### src/rtl/core/rpsr_pkg.sv
// Shared types and constants of the ramped PI speed regulator.
// Used by the channel interfaces, the serial PI multiplier, the top level and the checker.
`timescale 1ns / 1ps
package rpsr_pkg;

  // Default sensor geometry and tick rate.
  localparam int EDGES_PER_REV    = 26;
  localparam int TICKS_PER_SECOND = 100;

  // Field widths.
  localparam int OP_W       = 2;
  localparam int TARGET_W   = 16;
  localparam int DUTY_W     = 7;
  localparam int ACTION_W   = 2;
  localparam int SPEED_W    = 24;
  localparam int REF_W      = 32;
  localparam int GAIN_W     = 48;
  localparam int ACC_W      = 48;
  localparam int ERR_W      = 33;
  localparam int DELTA_W    = 11;
  localparam int STEP_W     = 16;
  localparam int BAND_W     = 14;
  localparam int RELEASE_W  = 16;
  localparam int CFG_IDX_W  = 4;
  localparam int CFG_DATA_W = 48;

  // Operation codes of an input word.
  localparam logic [OP_W-1:0] OP_HALL  = 2'd0;
  localparam logic [OP_W-1:0] OP_TICK  = 2'd1;
  localparam logic [OP_W-1:0] OP_START = 2'd2;
  localparam logic [OP_W-1:0] OP_STOP  = 2'd3;

  // Drive action codes of a result word.
  localparam logic [ACTION_W-1:0] ACT_NONE = 2'd0;
  localparam logic [ACTION_W-1:0] ACT_DUTY = 2'd1;
  localparam logic [ACTION_W-1:0] ACT_HALT = 2'd2;

  // Register indexes.
  localparam logic [CFG_IDX_W-1:0] REG_KP         = 4'd0;
  localparam logic [CFG_IDX_W-1:0] REG_KI         = 4'd1;
  localparam logic [CFG_IDX_W-1:0] REG_DUTY_START = 4'd2;
  localparam logic [CFG_IDX_W-1:0] REG_DUTY_MAX   = 4'd3;
  localparam logic [CFG_IDX_W-1:0] REG_RAMP_STEP  = 4'd4;
  localparam logic [CFG_IDX_W-1:0] REG_ESTOP_STEP = 4'd5;
  localparam logic [CFG_IDX_W-1:0] REG_BAND       = 4'd6;
  localparam logic [CFG_IDX_W-1:0] REG_RELEASE    = 4'd7;

  // Register reset values.
  localparam logic [GAIN_W-1:0]    KP_RST         = 48'd5497558139;
  localparam logic [GAIN_W-1:0]    KI_RST         = 48'd5498;
  localparam logic [DUTY_W-1:0]    DUTY_START_RST = 7'd25;
  localparam logic [DUTY_W-1:0]    DUTY_MAX_RST   = 7'd95;
  localparam logic [STEP_W-1:0]    RAMP_STEP_RST  = 16'd1280;
  localparam logic [STEP_W-1:0]    ESTOP_STEP_RST = 16'd2560;
  localparam logic [BAND_W-1:0]    BAND_RST       = 14'd500;
  localparam logic [RELEASE_W-1:0] RELEASE_RST    = 16'd1000;

  // Control law constants.
  localparam int ACCEL_MARGIN_RPM = 100;
  localparam int STOP_RELEASE_RPM = 500;
  localparam int DELTA_LIMIT      = 1000;

  // Status of the serial multiplier toward the sequencer.
  typedef struct packed {
    logic busy;
    logic done;
  } rpsr_mul_stat_t;

endpackage

### src/rtl/core/rpsr_if.sv
// Valid/ready channel interfaces of the speed regulator: input, result and register write.
// Depends on rpsr_pkg for field widths.
`timescale 1ns / 1ps
interface rpsr_in_if;
  logic                             valid;
  logic                             ready;
  logic [rpsr_pkg::OP_W-1:0]        operation;
  logic [rpsr_pkg::TARGET_W-1:0]    target_rpm;
  logic                             estop_request;
  modport source(output valid, operation, target_rpm, estop_request, input ready);
  modport sink(input valid, operation, target_rpm, estop_request, output ready);
endinterface

interface rpsr_out_if;
  logic                             valid;
  logic                             ready;
  logic [rpsr_pkg::DUTY_W-1:0]      duty_percent;
  logic [rpsr_pkg::ACTION_W-1:0]    drive_action;
  logic                             restart_pulse;
  logic [rpsr_pkg::SPEED_W-1:0]     measured_rpm_q8;
  logic signed [rpsr_pkg::REF_W-1:0] reference_rpm_q8;
  logic                             estop_active;
  logic                             stop_active;
  modport source(output valid, duty_percent, drive_action, restart_pulse, measured_rpm_q8,
                 reference_rpm_q8, estop_active, stop_active, input ready);
  modport sink(input valid, duty_percent, drive_action, restart_pulse, measured_rpm_q8,
               reference_rpm_q8, estop_active, stop_active, output ready);
endinterface

interface rpsr_cfg_if;
  logic                             valid;
  logic                             ready;
  logic [rpsr_pkg::CFG_IDX_W-1:0]   index;
  logic [rpsr_pkg::CFG_DATA_W-1:0]  data;
  modport source(output valid, index, data, input ready);
  modport sink(input valid, index, data, output ready);
endinterface

### src/rtl/core/rpsr_pi_mul.sv
// Bit-serial PI product: trunc((kp*err + ki*acc) / 2^48), limited to +-1000.
// One gain bit per cycle for both gains at once; depends on rpsr_pkg.
`timescale 1ns / 1ps
module rpsr_pi_mul (
  input  logic                                  clk,
  input  logic                                  rst_n,
  input  logic                                  start,
  input  logic signed [rpsr_pkg::ERR_W-1:0]     err,
  input  logic signed [rpsr_pkg::ACC_W-1:0]     acc,
  input  logic [rpsr_pkg::GAIN_W-1:0]           kp,
  input  logic [rpsr_pkg::GAIN_W-1:0]           ki,
  output rpsr_pkg::rpsr_mul_stat_t              stat,
  output logic signed [rpsr_pkg::DELTA_W-1:0]   delta
);
  localparam int GW    = rpsr_pkg::GAIN_W;
  localparam int HI_W  = 51;
  localparam int CNT_W = $clog2(GW);

  logic                    busy_r, busy_nxt;
  logic                    fin_r, fin_nxt;
  logic                    done_r, done_nxt;
  logic [CNT_W-1:0]        cnt_r, cnt_nxt;
  logic [GW-1:0]           kp_sh_r, kp_sh_nxt, ki_sh_r, ki_sh_nxt;
  logic signed [rpsr_pkg::ERR_W-1:0] err_r, err_nxt;
  logic signed [rpsr_pkg::ACC_W-1:0] acc_r, acc_nxt;
  logic signed [HI_W-1:0]  hi_r, hi_nxt;
  logic [GW-1:0]           lo_r, lo_nxt;
  logic signed [rpsr_pkg::DELTA_W-1:0] delta_r, delta_nxt;
  logic signed [HI_W-1:0]  term, sum, quo;

  always_comb begin
    busy_nxt  = busy_r;
    fin_nxt   = 1'b0;
    done_nxt  = 1'b0;
    cnt_nxt   = cnt_r;
    kp_sh_nxt = kp_sh_r;
    ki_sh_nxt = ki_sh_r;
    err_nxt   = err_r;
    acc_nxt   = acc_r;
    hi_nxt    = hi_r;
    lo_nxt    = lo_r;
    delta_nxt = delta_r;
    // add the selected multiplicands at the current gain bit
    term = (kp_sh_r[0] ? {{(HI_W-rpsr_pkg::ERR_W){err_r[rpsr_pkg::ERR_W-1]}}, err_r}
                       : '0)
         + (ki_sh_r[0] ? {{(HI_W-rpsr_pkg::ACC_W){acc_r[rpsr_pkg::ACC_W-1]}}, acc_r}
                       : '0);
    sum  = hi_r + term;
    // round the high part toward zero
    quo  = hi_r + ((hi_r[HI_W-1] && (lo_r != '0)) ? HI_W'(1) : HI_W'(0));
    if (start) begin
      busy_nxt  = 1'b1;
      cnt_nxt   = '0;
      kp_sh_nxt = kp;
      ki_sh_nxt = ki;
      err_nxt   = err;
      acc_nxt   = acc;
      hi_nxt    = '0;
      lo_nxt    = '0;
    end else if (busy_r) begin
      // shift one product bit out per cycle
      hi_nxt    = sum >>> 1;
      lo_nxt    = {sum[0], lo_r[GW-1:1]};
      kp_sh_nxt = kp_sh_r >> 1;
      ki_sh_nxt = ki_sh_r >> 1;
      cnt_nxt   = cnt_r + CNT_W'(1);
      if (cnt_r == CNT_W'(GW - 1)) begin
        busy_nxt = 1'b0;
        fin_nxt  = 1'b1;
      end
    end else if (fin_r) begin
      // limit the step and report
      if (quo > HI_W'(rpsr_pkg::DELTA_LIMIT)) begin
        delta_nxt = rpsr_pkg::DELTA_W'(rpsr_pkg::DELTA_LIMIT);
      end else if (quo < -HI_W'(rpsr_pkg::DELTA_LIMIT)) begin
        delta_nxt = -rpsr_pkg::DELTA_W'(rpsr_pkg::DELTA_LIMIT);
      end else begin
        delta_nxt = quo[rpsr_pkg::DELTA_W-1:0];
      end
      done_nxt = 1'b1;
    end
  end

  always_ff @(posedge clk) begin
    if (!rst_n) begin
      busy_r <= 1'b0;
      fin_r  <= 1'b0;
      done_r <= 1'b0;
      cnt_r  <= '0;
    end else begin
      busy_r <= busy_nxt;
      fin_r  <= fin_nxt;
      done_r <= done_nxt;
      cnt_r  <= cnt_nxt;
    end
    kp_sh_r <= kp_sh_nxt;
    ki_sh_r <= ki_sh_nxt;
    err_r   <= err_nxt;
    acc_r   <= acc_nxt;
    hi_r    <= hi_nxt;
    lo_r    <= lo_nxt;
    delta_r <= delta_nxt;
  end

  assign stat.busy = busy_r | fin_r;
  assign stat.done = done_r;
  assign delta     = delta_r;
endmodule

### src/rtl/core/ramped_pi_motor_speed_regulator.sv
// Ramped PI motor speed regulator: top level with sequencer, serial divider and state.
// Depends on rpsr_pkg, the rpsr channel interfaces and rpsr_pi_mul.
//
// Usage:
//  in_item carries one word per hall edge, period tick, start or stop command.
//  out_item returns exactly one result word per input word, in order.
//  cfg_wr writes one register (index, data); it is always ready, and the user must
//  write it only while the block is idle; the block does not enforce this. Indexes
//  beyond the register list and the duty start index are dropped.
// Timing:
//  Hall, start and stop words load the result register directly, which is valid on
//  the next cycle. A tick runs a bit-serial division of the edge count by the edges
//  per revolution, one control step, and for a PI step the bit-serial 48-bit gain
//  product with its handoff via the multiplier start register and the finish state;
//  a halting tick skips the product. One word is in flight at a time; the next word is
//  taken when the block is idle and the result register is empty or being drained.
// Reset:
//  Registers take their default values, duty returns to the default start duty,
//  stop is set, estop, reference, error sum and edge count clear.
// Stall:
//  A stalled result is held in the output register; a finishing tick waits
//  until that register is free.
`timescale 1ns / 1ps
module ramped_pi_motor_speed_regulator #(
  parameter int EDGES_PER_REV    = rpsr_pkg::EDGES_PER_REV,
  parameter int TICKS_PER_SECOND = rpsr_pkg::TICKS_PER_SECOND
) (
  input  logic        clk,
  input  logic        rst_n,
  rpsr_in_if.sink     in_item,
  rpsr_out_if.source  out_item,
  rpsr_cfg_if.sink    cfg_wr
);
  localparam longint SPEED_K = longint'(60) * longint'(TICKS_PER_SECOND) * longint'(256);
  localparam longint HALF    = longint'(EDGES_PER_REV / 2);
  localparam longint NUM_MAX = longint'(255) * SPEED_K + HALF;
  localparam int NUM_W   = $clog2(NUM_MAX + 1);
  localparam int DIV_W   = $clog2(EDGES_PER_REV + 1);
  localparam int CNT_W   = $clog2(NUM_W);
  localparam int WIDE_W  = ((NUM_W > rpsr_pkg::SPEED_W) ? NUM_W : rpsr_pkg::SPEED_W) + 1;
  localparam int SW      = 34;

  localparam logic [2:0] ST_IDLE = 3'd0;
  localparam logic [2:0] ST_DIV  = 3'd1;
  localparam logic [2:0] ST_STEP = 3'd2;
  localparam logic [2:0] ST_MUL  = 3'd3;
  localparam logic [2:0] ST_FIN  = 3'd4;

  // configuration registers
  logic [rpsr_pkg::GAIN_W-1:0]    kp_r, kp_nxt, ki_r, ki_nxt;
  logic [rpsr_pkg::DUTY_W-1:0]    duty_max_r, duty_max_nxt;
  logic [rpsr_pkg::STEP_W-1:0]    rstep_r, rstep_nxt, estep_r, estep_nxt;
  logic [rpsr_pkg::BAND_W-1:0]    band_r, band_nxt;
  logic [rpsr_pkg::RELEASE_W-1:0] release_r, release_nxt;

  // regulator state
  logic [7:0]                          edge_r, edge_nxt;
  logic signed [rpsr_pkg::REF_W-1:0]   ref_r, ref_nxt;
  logic signed [rpsr_pkg::ACC_W-1:0]   acc_r, acc_nxt;
  logic [rpsr_pkg::DUTY_W-1:0]         duty_r, duty_nxt;
  logic                                estop_r, estop_nxt, stop_r, stop_nxt;

  // sequencer and working registers
  logic [2:0]                          state_r, state_nxt;
  logic [CNT_W-1:0]                    cnt_r, cnt_nxt;
  logic [NUM_W-1:0]                    num_r, num_nxt;
  logic [DIV_W-1:0]                    rem_r, rem_nxt;
  logic [rpsr_pkg::TARGET_W-1:0]       target_r, target_nxt;
  logic                                req_r, req_nxt;
  logic [rpsr_pkg::SPEED_W-1:0]        speed_r, speed_nxt;
  logic                                restart_r, restart_nxt;
  logic signed [rpsr_pkg::ERR_W-1:0]   err_r, err_nxt;
  logic                                mul_start_r, mul_start_nxt;

  // result register
  logic                                ov_r, ov_nxt;
  logic [rpsr_pkg::DUTY_W-1:0]         o_duty_r, o_duty_nxt;
  logic [rpsr_pkg::ACTION_W-1:0]       o_act_r, o_act_nxt;
  logic                                o_restart_r, o_restart_nxt;
  logic [rpsr_pkg::SPEED_W-1:0]        o_speed_r, o_speed_nxt;
  logic signed [rpsr_pkg::REF_W-1:0]   o_ref_r, o_ref_nxt;
  logic                                o_estop_r, o_estop_nxt, o_stop_r, o_stop_nxt;

  // combinational helpers
  logic                                in_fire, out_fire, out_free, load;
  logic [rpsr_pkg::ACTION_W-1:0]       load_act;
  logic                                load_restart;
  logic [rpsr_pkg::SPEED_W-1:0]        load_speed;
  logic [DIV_W:0]                      rem2;
  logic                                ge;
  logic [WIDE_W-1:0]                   num_ext;
  logic [rpsr_pkg::SPEED_W-1:0]        speed_c;
  logic signed [SW-1:0]                spd_s, tgt_s, hi_lim, lo_lim, acc_lim, ramp_v, err_w;
  logic signed [rpsr_pkg::REF_W-1:0]   ref_new;
  logic                                estop1;
  logic signed [rpsr_pkg::ACC_W:0]     asum;
  logic signed [11:0]                  dsum;
  rpsr_pkg::rpsr_mul_stat_t            mul_stat;
  logic signed [rpsr_pkg::DELTA_W-1:0] mul_delta;

  assign in_fire  = in_item.valid & in_item.ready;
  assign out_fire = out_item.valid & out_item.ready;
  assign out_free = !ov_r || out_item.ready;

  assign in_item.ready = (state_r == ST_IDLE) && out_free;
  assign cfg_wr.ready  = 1'b1;

  rpsr_pi_mul u_pi_mul (
    .clk   (clk),
    .rst_n (rst_n),
    .start (mul_start_r),
    .err   (err_r),
    .acc   (acc_r),
    .kp    (kp_r),
    .ki    (ki_r),
    .stat  (mul_stat),
    .delta (mul_delta)
  );

  always_comb begin
    kp_nxt = kp_r; ki_nxt = ki_r; duty_max_nxt = duty_max_r;
    rstep_nxt = rstep_r; estep_nxt = estep_r; band_nxt = band_r; release_nxt = release_r;
    edge_nxt = edge_r; ref_nxt = ref_r; acc_nxt = acc_r; duty_nxt = duty_r;
    estop_nxt = estop_r; stop_nxt = stop_r;
    state_nxt = state_r; cnt_nxt = cnt_r; num_nxt = num_r; rem_nxt = rem_r;
    target_nxt = target_r; req_nxt = req_r; speed_nxt = speed_r;
    restart_nxt = restart_r; err_nxt = err_r; mul_start_nxt = 1'b0;
    load = 1'b0; load_act = rpsr_pkg::ACT_NONE; load_restart = 1'b0; load_speed = '0;

    // register writes
    if (cfg_wr.valid) begin
      case (cfg_wr.index)
        rpsr_pkg::REG_KP:         kp_nxt = cfg_wr.data;
        rpsr_pkg::REG_KI:         ki_nxt = cfg_wr.data;
        rpsr_pkg::REG_DUTY_MAX:   duty_max_nxt = cfg_wr.data[rpsr_pkg::DUTY_W-1:0];
        rpsr_pkg::REG_RAMP_STEP:  rstep_nxt = cfg_wr.data[rpsr_pkg::STEP_W-1:0];
        rpsr_pkg::REG_ESTOP_STEP: estep_nxt = cfg_wr.data[rpsr_pkg::STEP_W-1:0];
        rpsr_pkg::REG_BAND:       band_nxt = cfg_wr.data[rpsr_pkg::BAND_W-1:0];
        rpsr_pkg::REG_RELEASE:    release_nxt = cfg_wr.data[rpsr_pkg::RELEASE_W-1:0];
        default: ;
      endcase
    end

    // one restoring division step
    rem2 = {rem_r, num_r[NUM_W-1]};
    ge   = rem2 >= (DIV_W+1)'(EDGES_PER_REV);

    // speed limit and tick decision terms
    num_ext = WIDE_W'(num_r);
    speed_c = (num_ext > WIDE_W'({rpsr_pkg::SPEED_W{1'b1}})) ? {rpsr_pkg::SPEED_W{1'b1}}
                                                              : num_r[rpsr_pkg::SPEED_W-1:0];
    spd_s   = SW'(speed_c);
    tgt_s   = SW'(target_r);
    hi_lim  = (tgt_s + SW'(band_r)) <<< 8;
    lo_lim  = (tgt_s - SW'(band_r)) <<< 8;
    acc_lim = (tgt_s - SW'(rpsr_pkg::ACCEL_MARGIN_RPM)) <<< 8;
    if (estop_r && speed_c != '0) begin
      ramp_v = SW'(ref_r) - SW'(estep_r);
    end else if (stop_r && speed_c != '0) begin
      ramp_v = SW'(ref_r) - SW'(rstep_r);
    end else if (spd_s < acc_lim) begin
      ramp_v = SW'(ref_r) + SW'(rstep_r);
    end else begin
      ramp_v = SW'(ref_r) - SW'(rstep_r);
    end
    if (estop_r || stop_r || spd_s > hi_lim || spd_s < lo_lim) begin
      if (ramp_v[SW-1:rpsr_pkg::REF_W-1] == '0 ||
          ramp_v[SW-1:rpsr_pkg::REF_W-1] == '1) begin
        ref_new = ramp_v[rpsr_pkg::REF_W-1:0];
      end else begin
        ref_new = ramp_v[SW-1] ? {1'b1, {(rpsr_pkg::REF_W-1){1'b0}}}
                               : {1'b0, {(rpsr_pkg::REF_W-1){1'b1}}};
      end
    end else begin
      ref_new = rpsr_pkg::REF_W'(tgt_s <<< 8);
    end
    estop1 = estop_r | req_r;
    err_w  = SW'(ref_new) - spd_s;
    asum   = (rpsr_pkg::ACC_W+1)'(acc_r) + (rpsr_pkg::ACC_W+1)'(err_w);
    dsum   = 12'(duty_r) + 12'(mul_delta);

    case (state_r)
      ST_IDLE: begin
        if (in_fire) begin
          case (in_item.operation)
            rpsr_pkg::OP_HALL: begin
              if (edge_r != 8'hFF) edge_nxt = edge_r + 8'd1;
              load = 1'b1;
            end
            rpsr_pkg::OP_START: begin
              edge_nxt = '0;
              stop_nxt = 1'b0;
              load     = 1'b1;
            end
            rpsr_pkg::OP_STOP: begin
              stop_nxt = 1'b1;
              load     = 1'b1;
            end
            default: begin
              // tick: start the speed division
              num_nxt    = NUM_W'(longint'(edge_r) * SPEED_K + HALF);
              rem_nxt    = '0;
              cnt_nxt    = '0;
              edge_nxt   = '0;
              target_nxt = in_item.target_rpm;
              req_nxt    = in_item.estop_request;
              state_nxt  = ST_DIV;
            end
          endcase
        end
      end
      ST_DIV: begin
        rem_nxt = ge ? DIV_W'(rem2 - (DIV_W+1)'(EDGES_PER_REV)) : rem2[DIV_W-1:0];
        num_nxt = {num_r[NUM_W-2:0], ge};
        cnt_nxt = cnt_r + CNT_W'(1);
        if (cnt_r == CNT_W'(NUM_W - 1)) state_nxt = ST_STEP;
      end
      ST_STEP: begin
        restart_nxt = (speed_c == '0) && !estop_r && !stop_r;
        speed_nxt   = speed_c;
        if (estop1 && spd_s <= (SW'(release_r) <<< 8)) begin
          // hold until the result register is free, then halt
          if (out_free) begin
            estop_nxt = 1'b0;
            stop_nxt  = 1'b1;
            ref_nxt   = '0;
            load      = 1'b1;
            load_act  = rpsr_pkg::ACT_HALT;
            load_restart = restart_nxt;
            load_speed   = speed_c;
            state_nxt = ST_IDLE;
          end
        end else if (stop_r && spd_s <= SW'(rpsr_pkg::STOP_RELEASE_RPM * 256)) begin
          if (out_free) begin
            estop_nxt = estop1;
            ref_nxt   = '0;
            load      = 1'b1;
            load_act  = rpsr_pkg::ACT_HALT;
            load_restart = restart_nxt;
            load_speed   = speed_c;
            state_nxt = ST_IDLE;
          end
        end else begin
          // PI step: update error sum, start the product
          estop_nxt = estop1;
          ref_nxt   = ref_new;
          err_nxt   = err_w[rpsr_pkg::ERR_W-1:0];
          if (asum[rpsr_pkg::ACC_W] != asum[rpsr_pkg::ACC_W-1]) begin
            acc_nxt = asum[rpsr_pkg::ACC_W] ? {1'b1, {(rpsr_pkg::ACC_W-1){1'b0}}}
                                            : {1'b0, {(rpsr_pkg::ACC_W-1){1'b1}}};
          end else begin
            acc_nxt = asum[rpsr_pkg::ACC_W-1:0];
          end
          mul_start_nxt = 1'b1;
          state_nxt     = ST_MUL;
        end
      end
      ST_MUL: begin
        if (mul_stat.done) state_nxt = ST_FIN;
      end
      ST_FIN: begin
        if (out_free) begin
          if (dsum < 12'sd0) begin
            duty_nxt = '0;
          end else if (dsum > 12'(duty_max_r)) begin
            duty_nxt = duty_max_r;
          end else begin
            duty_nxt = dsum[rpsr_pkg::DUTY_W-1:0];
          end
          load         = 1'b1;
          load_act     = rpsr_pkg::ACT_DUTY;
          load_restart = restart_r;
          load_speed   = speed_r;
          state_nxt    = ST_IDLE;
        end
      end
      default: state_nxt = ST_IDLE;
    endcase

    // capture the state after the word into the result register
    ov_nxt        = load ? 1'b1 : (out_fire ? 1'b0 : ov_r);
    o_duty_nxt    = load ? duty_nxt     : o_duty_r;
    o_act_nxt     = load ? load_act     : o_act_r;
    o_restart_nxt = load ? load_restart : o_restart_r;
    o_speed_nxt   = load ? load_speed   : o_speed_r;
    o_ref_nxt     = load ? ref_nxt      : o_ref_r;
    o_estop_nxt   = load ? estop_nxt    : o_estop_r;
    o_stop_nxt    = load ? stop_nxt     : o_stop_r;
  end

  always_ff @(posedge clk) begin
    if (!rst_n) begin
      kp_r        <= rpsr_pkg::KP_RST;
      ki_r        <= rpsr_pkg::KI_RST;
      duty_max_r  <= rpsr_pkg::DUTY_MAX_RST;
      rstep_r     <= rpsr_pkg::RAMP_STEP_RST;
      estep_r     <= rpsr_pkg::ESTOP_STEP_RST;
      band_r      <= rpsr_pkg::BAND_RST;
      release_r   <= rpsr_pkg::RELEASE_RST;
      edge_r      <= '0;
      ref_r       <= '0;
      acc_r       <= '0;
      duty_r      <= rpsr_pkg::DUTY_START_RST;
      estop_r     <= 1'b0;
      stop_r      <= 1'b1;
      state_r     <= ST_IDLE;
      mul_start_r <= 1'b0;
      ov_r        <= 1'b0;
    end else begin
      kp_r        <= kp_nxt;
      ki_r        <= ki_nxt;
      duty_max_r  <= duty_max_nxt;
      rstep_r     <= rstep_nxt;
      estep_r     <= estep_nxt;
      band_r      <= band_nxt;
      release_r   <= release_nxt;
      edge_r      <= edge_nxt;
      ref_r       <= ref_nxt;
      acc_r       <= acc_nxt;
      duty_r      <= duty_nxt;
      estop_r     <= estop_nxt;
      stop_r      <= stop_nxt;
      state_r     <= state_nxt;
      mul_start_r <= mul_start_nxt;
      ov_r        <= ov_nxt;
    end
    cnt_r       <= cnt_nxt;
    num_r       <= num_nxt;
    rem_r       <= rem_nxt;
    target_r    <= target_nxt;
    req_r       <= req_nxt;
    speed_r     <= speed_nxt;
    restart_r   <= restart_nxt;
    err_r       <= err_nxt;
    o_duty_r    <= o_duty_nxt;
    o_act_r     <= o_act_nxt;
    o_restart_r <= o_restart_nxt;
    o_speed_r   <= o_speed_nxt;
    o_ref_r     <= o_ref_nxt;
    o_estop_r   <= o_estop_nxt;
    o_stop_r    <= o_stop_nxt;
  end

  assign out_item.valid            = ov_r;
  assign out_item.duty_percent     = o_duty_r;
  assign out_item.drive_action     = o_act_r;
  assign out_item.restart_pulse    = o_restart_r;
  assign out_item.measured_rpm_q8  = o_speed_r;
  assign out_item.reference_rpm_q8 = o_ref_r;
  assign out_item.estop_active     = o_estop_r;
  assign out_item.stop_active      = o_stop_r;
endmodule

### src/flat_wrapper.sv
// flat-port wrapper written by rule: the top's interface ports become plain ports
module ramped_pi_motor_speed_regulator_flat 
#(
  parameter int EDGES_PER_REV    = rpsr_pkg::EDGES_PER_REV,
  parameter int TICKS_PER_SECOND = rpsr_pkg::TICKS_PER_SECOND
)
  (clk, rst_n, in_item_valid, in_item_operation, in_item_target_rpm, in_item_estop_request, in_item_ready, out_item_valid, out_item_duty_percent, out_item_drive_action, out_item_restart_pulse, out_item_measured_rpm_q8, out_item_reference_rpm_q8, out_item_estop_active, out_item_stop_active, out_item_ready, cfg_wr_valid, cfg_wr_index, cfg_wr_data, cfg_wr_ready);
  rpsr_in_if in_item_i ();
  rpsr_out_if out_item_i ();
  rpsr_cfg_if cfg_wr_i ();
  input  logic clk;
  input  logic rst_n;
  input wire logic [$bits(in_item_i.valid)-1:0] in_item_valid;
  input wire logic [$bits(in_item_i.operation)-1:0] in_item_operation;
  input wire logic [$bits(in_item_i.target_rpm)-1:0] in_item_target_rpm;
  input wire logic [$bits(in_item_i.estop_request)-1:0] in_item_estop_request;
  output wire logic [$bits(in_item_i.ready)-1:0] in_item_ready;
  output wire logic [$bits(out_item_i.valid)-1:0] out_item_valid;
  output wire logic [$bits(out_item_i.duty_percent)-1:0] out_item_duty_percent;
  output wire logic [$bits(out_item_i.drive_action)-1:0] out_item_drive_action;
  output wire logic [$bits(out_item_i.restart_pulse)-1:0] out_item_restart_pulse;
  output wire logic [$bits(out_item_i.measured_rpm_q8)-1:0] out_item_measured_rpm_q8;
  output wire logic [$bits(out_item_i.reference_rpm_q8)-1:0] out_item_reference_rpm_q8;
  output wire logic [$bits(out_item_i.estop_active)-1:0] out_item_estop_active;
  output wire logic [$bits(out_item_i.stop_active)-1:0] out_item_stop_active;
  input wire logic [$bits(out_item_i.ready)-1:0] out_item_ready;
  input wire logic [$bits(cfg_wr_i.valid)-1:0] cfg_wr_valid;
  input wire logic [$bits(cfg_wr_i.index)-1:0] cfg_wr_index;
  input wire logic [$bits(cfg_wr_i.data)-1:0] cfg_wr_data;
  output wire logic [$bits(cfg_wr_i.ready)-1:0] cfg_wr_ready;
  assign in_item_i.valid = in_item_valid;
  assign in_item_i.operation = in_item_operation;
  assign in_item_i.target_rpm = in_item_target_rpm;
  assign in_item_i.estop_request = in_item_estop_request;
  assign in_item_ready = in_item_i.ready;
  assign out_item_valid = out_item_i.valid;
  assign out_item_duty_percent = out_item_i.duty_percent;
  assign out_item_drive_action = out_item_i.drive_action;
  assign out_item_restart_pulse = out_item_i.restart_pulse;
  assign out_item_measured_rpm_q8 = out_item_i.measured_rpm_q8;
  assign out_item_reference_rpm_q8 = out_item_i.reference_rpm_q8;
  assign out_item_estop_active = out_item_i.estop_active;
  assign out_item_stop_active = out_item_i.stop_active;
  assign out_item_i.ready = out_item_ready;
  assign cfg_wr_i.valid = cfg_wr_valid;
  assign cfg_wr_i.index = cfg_wr_index;
  assign cfg_wr_i.data = cfg_wr_data;
  assign cfg_wr_ready = cfg_wr_i.ready;
  ramped_pi_motor_speed_regulator #(.EDGES_PER_REV(EDGES_PER_REV), .TICKS_PER_SECOND(TICKS_PER_SECOND)) u_core (.clk(clk), .rst_n(rst_n), .in_item(in_item_i), .out_item(out_item_i), .cfg_wr(cfg_wr_i));
endmodule
### config.mk
export PLATFORM = sky130hd
export DESIGN_NAME = ramped_pi_motor_speed_regulator_flat
export DESIGN_NICKNAME = d
export VERILOG_FILES = /design/src/rtl/core/rpsr_pkg.sv /design/src/rtl/core/rpsr_if.sv /design/src/rtl/core/rpsr_pi_mul.sv /design/src/rtl/core/ramped_pi_motor_speed_regulator.sv /design/src/flat_wrapper.sv
export SDC_FILE = /design/constraint.sdc
export NUM_CORES = 2
export LEC_CHECK = 0
export BUFFER_PORTS_ARGS = -buffer_cell sky130_fd_sc_hd__buf_2
export CORE_ASPECT_RATIO = 1.4
export CORE_MARGIN = 4
export CORE_UTILIZATION = 65
export CTS_BUF_LIST = sky130_fd_sc_hd__clkbuf_8
export CTS_CLUSTER_SIZE = 30
export DETAILED_ROUTE_END_ITERATION = 10
export GPL_TIMING_DRIVEN = 0
export HOLD_SLACK_MARGIN = 0.15
export PLACE_DENSITY = 0.83
export SLEW_MARGIN = 20
export SYNTH_ARGS = -nofsm -noshare
export SYNTH_HDL_FRONTEND = slang
export SYNTH_SLANG_ARGS = --single-unit
### constraint.sdc
create_clock -name clk -period 33.4 [get_ports clk]
set_input_delay 3.34 -clock clk [delete_from_list [all_inputs] [get_ports clk]]
set_output_delay 3.34 -clock clk [all_outputs]
set_load 0.005 [all_outputs]
**Word-level counts from Yosys, hierarchy flattened**

Cells that the tools add are included.

- Input port bits: 76
- Register bits: 744
- Logic and storage cells: 232
- Output and inout bits: 71

- Bitwise logic cells: 11
- Multipliers: 1
- Reductions and logical operators: 45
- Order comparisons: 11
- Add/sub/neg operators: 17
- Equality and inequality tests: 22
- Muxes and demuxes: 82

Operators by type and width:

| cell | number |
|---|---|
| 48-bit 2-to-1 mux | 6 |
| 32-bit 2-to-1 mux | 7 |
| 24-bit 2-to-1 mux | 5 |
| 34-bit 2-to-1 mux | 3 |
| 51-bit 2-to-1 mux | 2 |
| 25-bit by 34-bit less-than comparator with 1-bit output | 2 |
| 32-bit by 17-bit subtractor with 33-bit output | 2 |
| 29-bit 2-to-1 mux | 2 |
| 29-bit case mux with 2 select lines | 1 |
| 50-bit by 2-bit adder with 51-bit output | 1 |
| 50-bit by 51-bit adder with 51-bit output | 1 |
| 51-bit adder | 1 |
| 51-bit by 11-bit greater-than comparator with 1-bit output, second input constant | 1 |
| 51-bit by 11-bit less-than comparator with 1-bit output, second input constant | 1 |
| 48-bit by 33-bit adder with 49-bit output | 1 |
| 24-bit case mux with 2 select lines | 1 |
| 48-bit nonzero test | 1 |
| 25-bit by 34-bit greater-than comparator with 1-bit output | 1 |
| 32-bit by 17-bit adder with 33-bit output | 1 |
| 32-bit by 25-bit subtractor with 33-bit output | 1 |
| 29-bit by 5-bit adder with 29-bit output, second input constant | 1 |
| 29-bit by 24-bit greater-than comparator with 1-bit output, second input constant | 1 |
| 7-bit 2-to-1 mux | 4 |
| 1-bit 2-to-1 mux | 27 |
| other kinds (55) | 115 |

**Depth between registers and ports, before layout**

- Word-level depth: 14
- Depth in mapped cells: 58

**Modules after synthesis**

Synthesis repeated with hierarchy kept, for this count alone.

- Cell total of the unflattened synthesis: 4921
- Area, all modules: 45875.2 um^2

Modules (own cells, without submodules):

| module | area an instance (um^2) | cells an instance | instances | seq. area each (um^2) |
|---|---|---|---|---|
| ramped_pi_motor_speed_regulator | 29163.0 | 3415 | 1 | 10810.4 |
| rpsr_pi_mul | 16712.3 | 1506 | 1 | 7787.5 |

**Worst setup path after synthesis**

No wires, ideal clock.

- Kind: reg2reg
- Start: register u_core.target_r[0] (netlist bit)
- End: register u_core.acc_r[35] (netlist bit)
- Arrival: 10.326 ns
- Cell stages (with the launch flop): 54
- Period minus slack after synthesis: 10.447 ns
- Slack: 22.953 ns
- Cells stage by stage: edfxtp_1 -> inv_1 -> ha_1 -> inv_1 -> fa_1 -> a21o_1 -> a21oi_1 -> o21ai_0 -> o21ba_2 -> o41ai_1 -> nor2_1 -> o21ai_0 -> nand2b_1 -> a21oi_1 -> xnor2_1 -> ha_1 -> nand4_1 -> nor2_1 -> [... 18 more ...] -> o221ai_1 -> nand2b_1 -> xnor2_1 -> ha_1 -> clkbuf_1 -> a21o_1 -> a21o_1 -> a221oi_1 -> o21ai_0 -> a21oi_1 -> nand2b_1 -> o2111ai_1 -> a41o_1 -> a2111oi_0 -> nor2_1 -> clkbuf_1 -> a21oi_1 -> nor2_1

- Word-level cells in the longest chain between the ends: 13
- Elaborated cells on any way between the ends: 22
- Those cells by class: add/sub (5); order compare (3); eq/ne (2); mux (8); reduce/logical (4)

RTL lines:

| element | line | RTL |
|---|---|---|
| start, declared | ramped_pi_motor_speed_regulator.sv:68 | `logic [rpsr_pkg::TARGET_W-1:0] target_r, target_nxt;` |
| start signal, assigned | ramped_pi_motor_speed_regulator.sv:330 | `target_r <= target_nxt;` |
| 16-bit by 7-bit subtractor with 17-bit output | ramped_pi_motor_speed_regulator.sv:156 | `acc_lim = (tgt_s - SW'(rpsr_pkg::ACCEL_MARGIN_RPM)) <<< 8;` |
| 25-bit by 34-bit less-than comparator with 1-bit output | ramped_pi_motor_speed_regulator.sv:161 | `end else if (spd_s < acc_lim) begin` |
| 34-bit 2-to-1 mux | ramped_pi_motor_speed_regulator.sv:161 |  |
| 34-bit 2-to-1 mux | ramped_pi_motor_speed_regulator.sv:159 | `end else if (stop_r && speed_c != '0) begin` |
| 34-bit 2-to-1 mux | ramped_pi_motor_speed_regulator.sv:157 | `if (estop_r && speed_c != '0) begin` |
| 3-bit == test or 3-bit logical NOT (tied branches) | ramped_pi_motor_speed_regulator.sv:168, ramped_pi_motor_speed_regulator.sv:167 |  |
| 1-bit logical OR | ramped_pi_motor_speed_regulator.sv:167 | `if (ramp_v[SW-1:rpsr_pkg::REF_W-1] == '0 \|\|` |
| 32-bit 2-to-1 mux | ramped_pi_motor_speed_regulator.sv:167 |  |
| 32-bit 2-to-1 mux (*) | ramped_pi_motor_speed_regulator.sv:166 | `if (estop_r \|\| stop_r \|\| spd_s > hi_lim \|\| spd_s < lo_lim) begin` |
| 32-bit by 25-bit subtractor with 33-bit output (*) | ramped_pi_motor_speed_regulator.sv:178 | `err_w = SW'(ref_new) - spd_s;` |
| named net u_core.err_w[28] | ramped_pi_motor_speed_regulator.sv:93 | `logic signed [SW-1:0] spd_s, tgt_s, hi_lim, lo_lim, acc_lim, ramp_v, err_w;` |
| 48-bit by 33-bit adder with 49-bit output (*) | ramped_pi_motor_speed_regulator.sv:179 | `asum = (rpsr_pkg::ACC_W+1)'(acc_r) + (rpsr_pkg::ACC_W+1)'(err_w);` |
| 48-bit 2-to-1 mux or 1-bit != test (tied branches) | ramped_pi_motor_speed_regulator.sv:249, ramped_pi_motor_speed_regulator.sv:248 |  |
| 48-bit 2-to-1 mux (*) | ramped_pi_motor_speed_regulator.sv:248 | `if (asum[rpsr_pkg::ACC_W] != asum[rpsr_pkg::ACC_W-1]) begin` |
| end signal, assigned | ramped_pi_motor_speed_regulator.sv:319 | `acc_r <= acc_nxt;` |
| end, declared | ramped_pi_motor_speed_regulator.sv:59 | `logic signed [rpsr_pkg::ACC_W-1:0] acc_r, acc_nxt;` |

The timed path passes the listed nets; every way through them passes the cells marked *.
A chain may end at the register's enable or synchronous reset.

**Final worst setup path**

- Start: register u_core.num_r[28]
- End: register u_core.acc_r[35] (netlist bit)

- Word-level cells in the longest chain between the ends: 14
- Elaborated cells on any way between the ends: 31
- Those cells by class: add/sub (2); order compare (6); eq/ne (2); mux (9); bitwise (2); reduce/logical (10)

RTL lines:

| element | line | RTL |
|---|---|---|
| start, declared | ramped_pi_motor_speed_regulator.sv:66 | `logic [NUM_W-1:0] num_r, num_nxt;` |
| start signal, assigned | ramped_pi_motor_speed_regulator.sv:328 | `num_r <= num_nxt;` |
| 29-bit by 24-bit greater-than comparator with 1-bit output (*) | ramped_pi_motor_speed_regulator.sv:150 | `speed_c = (num_ext > WIDE_W'({rpsr_pkg::SPEED_W{1'b1}})) ? {rpsr_pkg::SPEED_W{1'b1}}` |
| 24-bit 2-to-1 mux (*) | ramped_pi_motor_speed_regulator.sv:150 |  |
| named net u_core.speed_c, one bit | ramped_pi_motor_speed_regulator.sv:92 | `logic [rpsr_pkg::SPEED_W-1:0] speed_c;` |
| 25-bit by 34-bit less-than comparator with 1-bit output or 24-bit nonzero test (tied branches) | ramped_pi_motor_speed_regulator.sv:161, ramped_pi_motor_speed_regulator.sv:157, ramped_pi_motor_speed_regulator.sv:159 |  |
| 34-bit 2-to-1 mux or 1-bit logical AND (tied branches) | ramped_pi_motor_speed_regulator.sv:161, ramped_pi_motor_speed_regulator.sv:159 |  |
| 34-bit 2-to-1 mux | ramped_pi_motor_speed_regulator.sv:159 |  |
| 34-bit 2-to-1 mux | ramped_pi_motor_speed_regulator.sv:157 |  |
| 3-bit == test or 3-bit logical NOT (tied branches) | ramped_pi_motor_speed_regulator.sv:168, ramped_pi_motor_speed_regulator.sv:167 |  |
| 1-bit logical OR | ramped_pi_motor_speed_regulator.sv:167 |  |
| 32-bit 2-to-1 mux | ramped_pi_motor_speed_regulator.sv:167 |  |
| 32-bit 2-to-1 mux | ramped_pi_motor_speed_regulator.sv:166 |  |
| 32-bit by 25-bit subtractor with 33-bit output (*) | ramped_pi_motor_speed_regulator.sv:178 |  |
| named net u_core.err_w[30] | ramped_pi_motor_speed_regulator.sv:93 |  |
| 48-bit by 33-bit adder with 49-bit output (*) | ramped_pi_motor_speed_regulator.sv:179 |  |
| 48-bit 2-to-1 mux or 1-bit != test (tied branches) | ramped_pi_motor_speed_regulator.sv:249, ramped_pi_motor_speed_regulator.sv:248 |  |
| 48-bit 2-to-1 mux (*) | ramped_pi_motor_speed_regulator.sv:248 |  |

Marked as above.

==> out/results.tsv <==
metric	value	unit
postSynthNetCount	5308	
postCtsSetupRepairBufs	0	
start_util	65.4	%
async_flop_share	0	%
routedWlPerCell	22.0	um
yosys_most_used_dff	dfxtp_1	
clkSinkCount	744	
required	34080	ps
routed_wirelength	135000	um
grt_antenna_before_repair	3	
drt_iter0_markers	3154	
gp_congestion	1.02	
cts_max_level	3	
slew_headroom	22.4	%
grt_pass1_wl	206000	um
synth_warnings	0	
maxCapViolCount	0	
fin_crit	15000	ps
status	completed	
cp_slowest_cell	a2111oi_0	
setup_tns	0	ps
synth_area_per_cell	9.32	sq um
slowest_delay	980	ps
setup_viol	0	
finalMaxSlewViolations	0	
io_pins	147	
hold_depth	0	
crit_type	flip-flop to flip-flop	
post_cts_resized	0	
fin_nets	5576	
antenna_left	0	
crit_top_cell	a21oi_1	
clock_skew	73.1	ps
p_total	3.01	mW
synthCells	4838	
coreArea	0.0689	sq mm
die_w	231	um
port_buffers	145	
clk_path_buf_depth	3	
numCtsBuffers	112	
num_rows	114	
synth_seq_area_share	41.2	%
p_per_area	60.6	mW/mm^2
mostFrequentLayoutCells	564 x nand2_1, 422 x a21oi_1, 378 x nor2_1, 373 x dfxtp_1, 370 x edfxtp_1	
hold_viol	0	
final_common_cell	nand2_1	
die_area	0.0737	sq mm
drt-pass1-iter-count	8	
leakagePower	20.2	nW
share_comb_of_total_power	36.1	%
p_sw_share	37.7	%
path_max_fanout	10	
worst_setup_path_start_kind	flip-flop	
p_switching	1.13	mW
grt_pass1_vias	37568	
syn-cell-area	0.0451	sq mm
power_frac_seq	36.7	%
rr_worst_depth	48	
cts_tree	done	
synth_cell_type_count	97	
grt_util_all_layers	35.7	%
cts-root-buf	clkbuf_8	
clkLatencyLatePin	770	ps
arrival	15680	ps
drive_gt1_share	9.47	%
gr-total-overflow	0	
dp_hpwl	103000	um
endpoint_kind	flip-flop	
drc	0	
grt_max_degree	60	
finalCritPeriodShare	44.9	%
area_growth	10.1	%
num_vias	38197	
vias_per_cell	6.23	
pwr-share-clk	27.2	%
hold_buffers	0	
ys_ff_latch	744	
worstMarginPinSlew	1160	ps
clk_pin_slew	60	ps
die_y	320	um
rsz0062_at_grt	no	
p_int	1.88	mW
clock.fmax	66.7	MHz
synth_edf_count	370	
irDropWorstVdd	0.0455	mV
hp-class	flip-flop to flip-flop	
-- routing by layer --
| metal | track usage [%] | routed length [um] | vias to the layer above |
|---|---|---|---|
| li1 | - | - | 17781 |
| met1 | 40.2 | 48700 | 18089 |
| met2 | 60.6 | 64400 | 1758 |
| met3 | 5.22 | 9200 | 567 |
| met4 | 28.1 | 12700 | 2 |
| met5 | 0 | 13 | - |
-- cell type report --
type | count | area, sq um
plain buffers | 226 | 881
flip-flops and latches | 744 | 18600
diodes | 2 | 5.00
clock buffers | 126 | 1730
clock inverters | 80 | 704
repair buffers | 154 | 895
fillers | 5146 | 19300
multi-input cells | 3601 | 24600
well taps | 928 | 1160
inverters | 267 | 1010
-- flip-flops by register name, indices dropped and copies added (netlist names), 11 cells and up --
signal / flops
u_core.u_pi_mul.hi_r: 50
u_core.acc_r: 48
u_core.ki_r: 48
u_core.kp_r: 48
u_core.u_pi_mul.acc_r: 48
u_core.u_pi_mul.ki_sh_r: 48
u_core.u_pi_mul.kp_sh_r: 48
u_core.u_pi_mul.lo_r: 48
u_core.err_r: 33
u_core.u_pi_mul.err_r: 33
u_core.out_item.reference_rpm_q8: 32
u_core.ref_r: 32
u_core.num_r: 29
u_core.out_item.measured_rpm_q8: 24
u_core.speed_r: 24
u_core.estep_r: 16
u_core.release_r: 16
u_core.rstep_r: 16
u_core.target_r: 16
u_core.band_r: 14
u_core.u_pi_mul.delta: 11
-- per-stage QoR --
step	util, %	hold slack [ps]	instances	area [sq um]	worst slack [ps]
after global routing	72.0	421	6128	49600	17680
after CTS	72.0	415	6126	49600	18740
final	72.0	405	6128	49600	18400
after detailed placement	68.5	405	5920	47200	18760
after global placement	68.2	402	5911	47000	18780
after floorplan	-	400	4838	45100	22950
-- kinds of logic (layout without fill, tap and decap cells) --
family                   count (synthesis)  count (layout)  share of synthesized area (%)
AND/OR/NAND/NOR                       1616            1616                           17.0
AO/OA/AOI/OAI                         1154            1154                           15.9
flip-flops                             744             744                           41.2
buffers and inverters                  493             853                           4.17
adder cells (fa/ha/maj)                404             404                           12.6
XOR/XNOR                               239             239                           4.71
multiplexers                           187             187                           4.42
other                                    1               3                        0.00832
-- path summary, 6_finish.rpt --
path	end	start	slack, ps
max	u_core.acc_r[35]	u_core.num_r[28]	18400
min	u_core.u_pi_mul.err_r[28]	u_core.err_r[28]	400
max reg2reg	u_core.acc_r[35]	u_core.num_r[28]	18400
min reg2reg	u_core.u_pi_mul.err_r[28]	u_core.err_r[28]	400
-- worst max-delay path, delay by kind of cell, from the launching register on --
family,cells,cell delay [ps]
mux,1,250
compound gates,23,6570
xor+xnor,1,100
simple gates,10,3200
fa+ha+maj,3,1180
buf+inv,10,3190
flops,1,470
-- synthesized netlist by cell type (all sizes together), types with 14 or more instances --
cell type | n | area, sq um
a211oi | 22 | 165
a21boi | 18 | 143
a21o | 105 | 788
a21oi | 423 | 2120
a31oi | 42 | 263
a41oi | 14 | 123
and2 | 145 | 907
and3 | 41 | 257
buf | 27 | 129
clkbuf | 199 | 748
dfxtp | 374 | 7490
edfxtp | 370 | 11100
fa | 84 | 1680
ha | 310 | 3880
inv | 267 | 1000
mux2 | 98 | 1100
mux2i | 89 | 891
nand2 | 564 | 2120
nand2b | 44 | 275
nand3 | 117 | 591
nand4 | 48 | 300
nor2 | 381 | 1440
nor2b | 35 | 219
nor3 | 77 | 385
nor4 | 40 | 265
o211ai | 39 | 293
o21a | 34 | 255
o21ai | 253 | 1270
o21bai | 32 | 240
o31ai | 35 | 263
or2 | 23 | 146
or3 | 35 | 224
or4 | 16 | 120
xnor2 | 159 | 1390
xor2 | 79 | 711
-- power by group through the flow --
| stage | clock [mW] | sequential (mW) | combinational [mW] |
|---|---|---|---|
| after CTS | 0.824 | 1.10 | 1.07 |
| final | 0.818 | 1.10 | 1.09 |
| after global routing | 0.868 | 1.11 | 1.18 |
| after floorplan | 0 | 1.10 | 0.780 |
| after detailed placement | 0 | 1.12 | 1.06 |
| after global placement | 0 | 1.12 | 1.04 |
(Power assumes the default switching activity.)
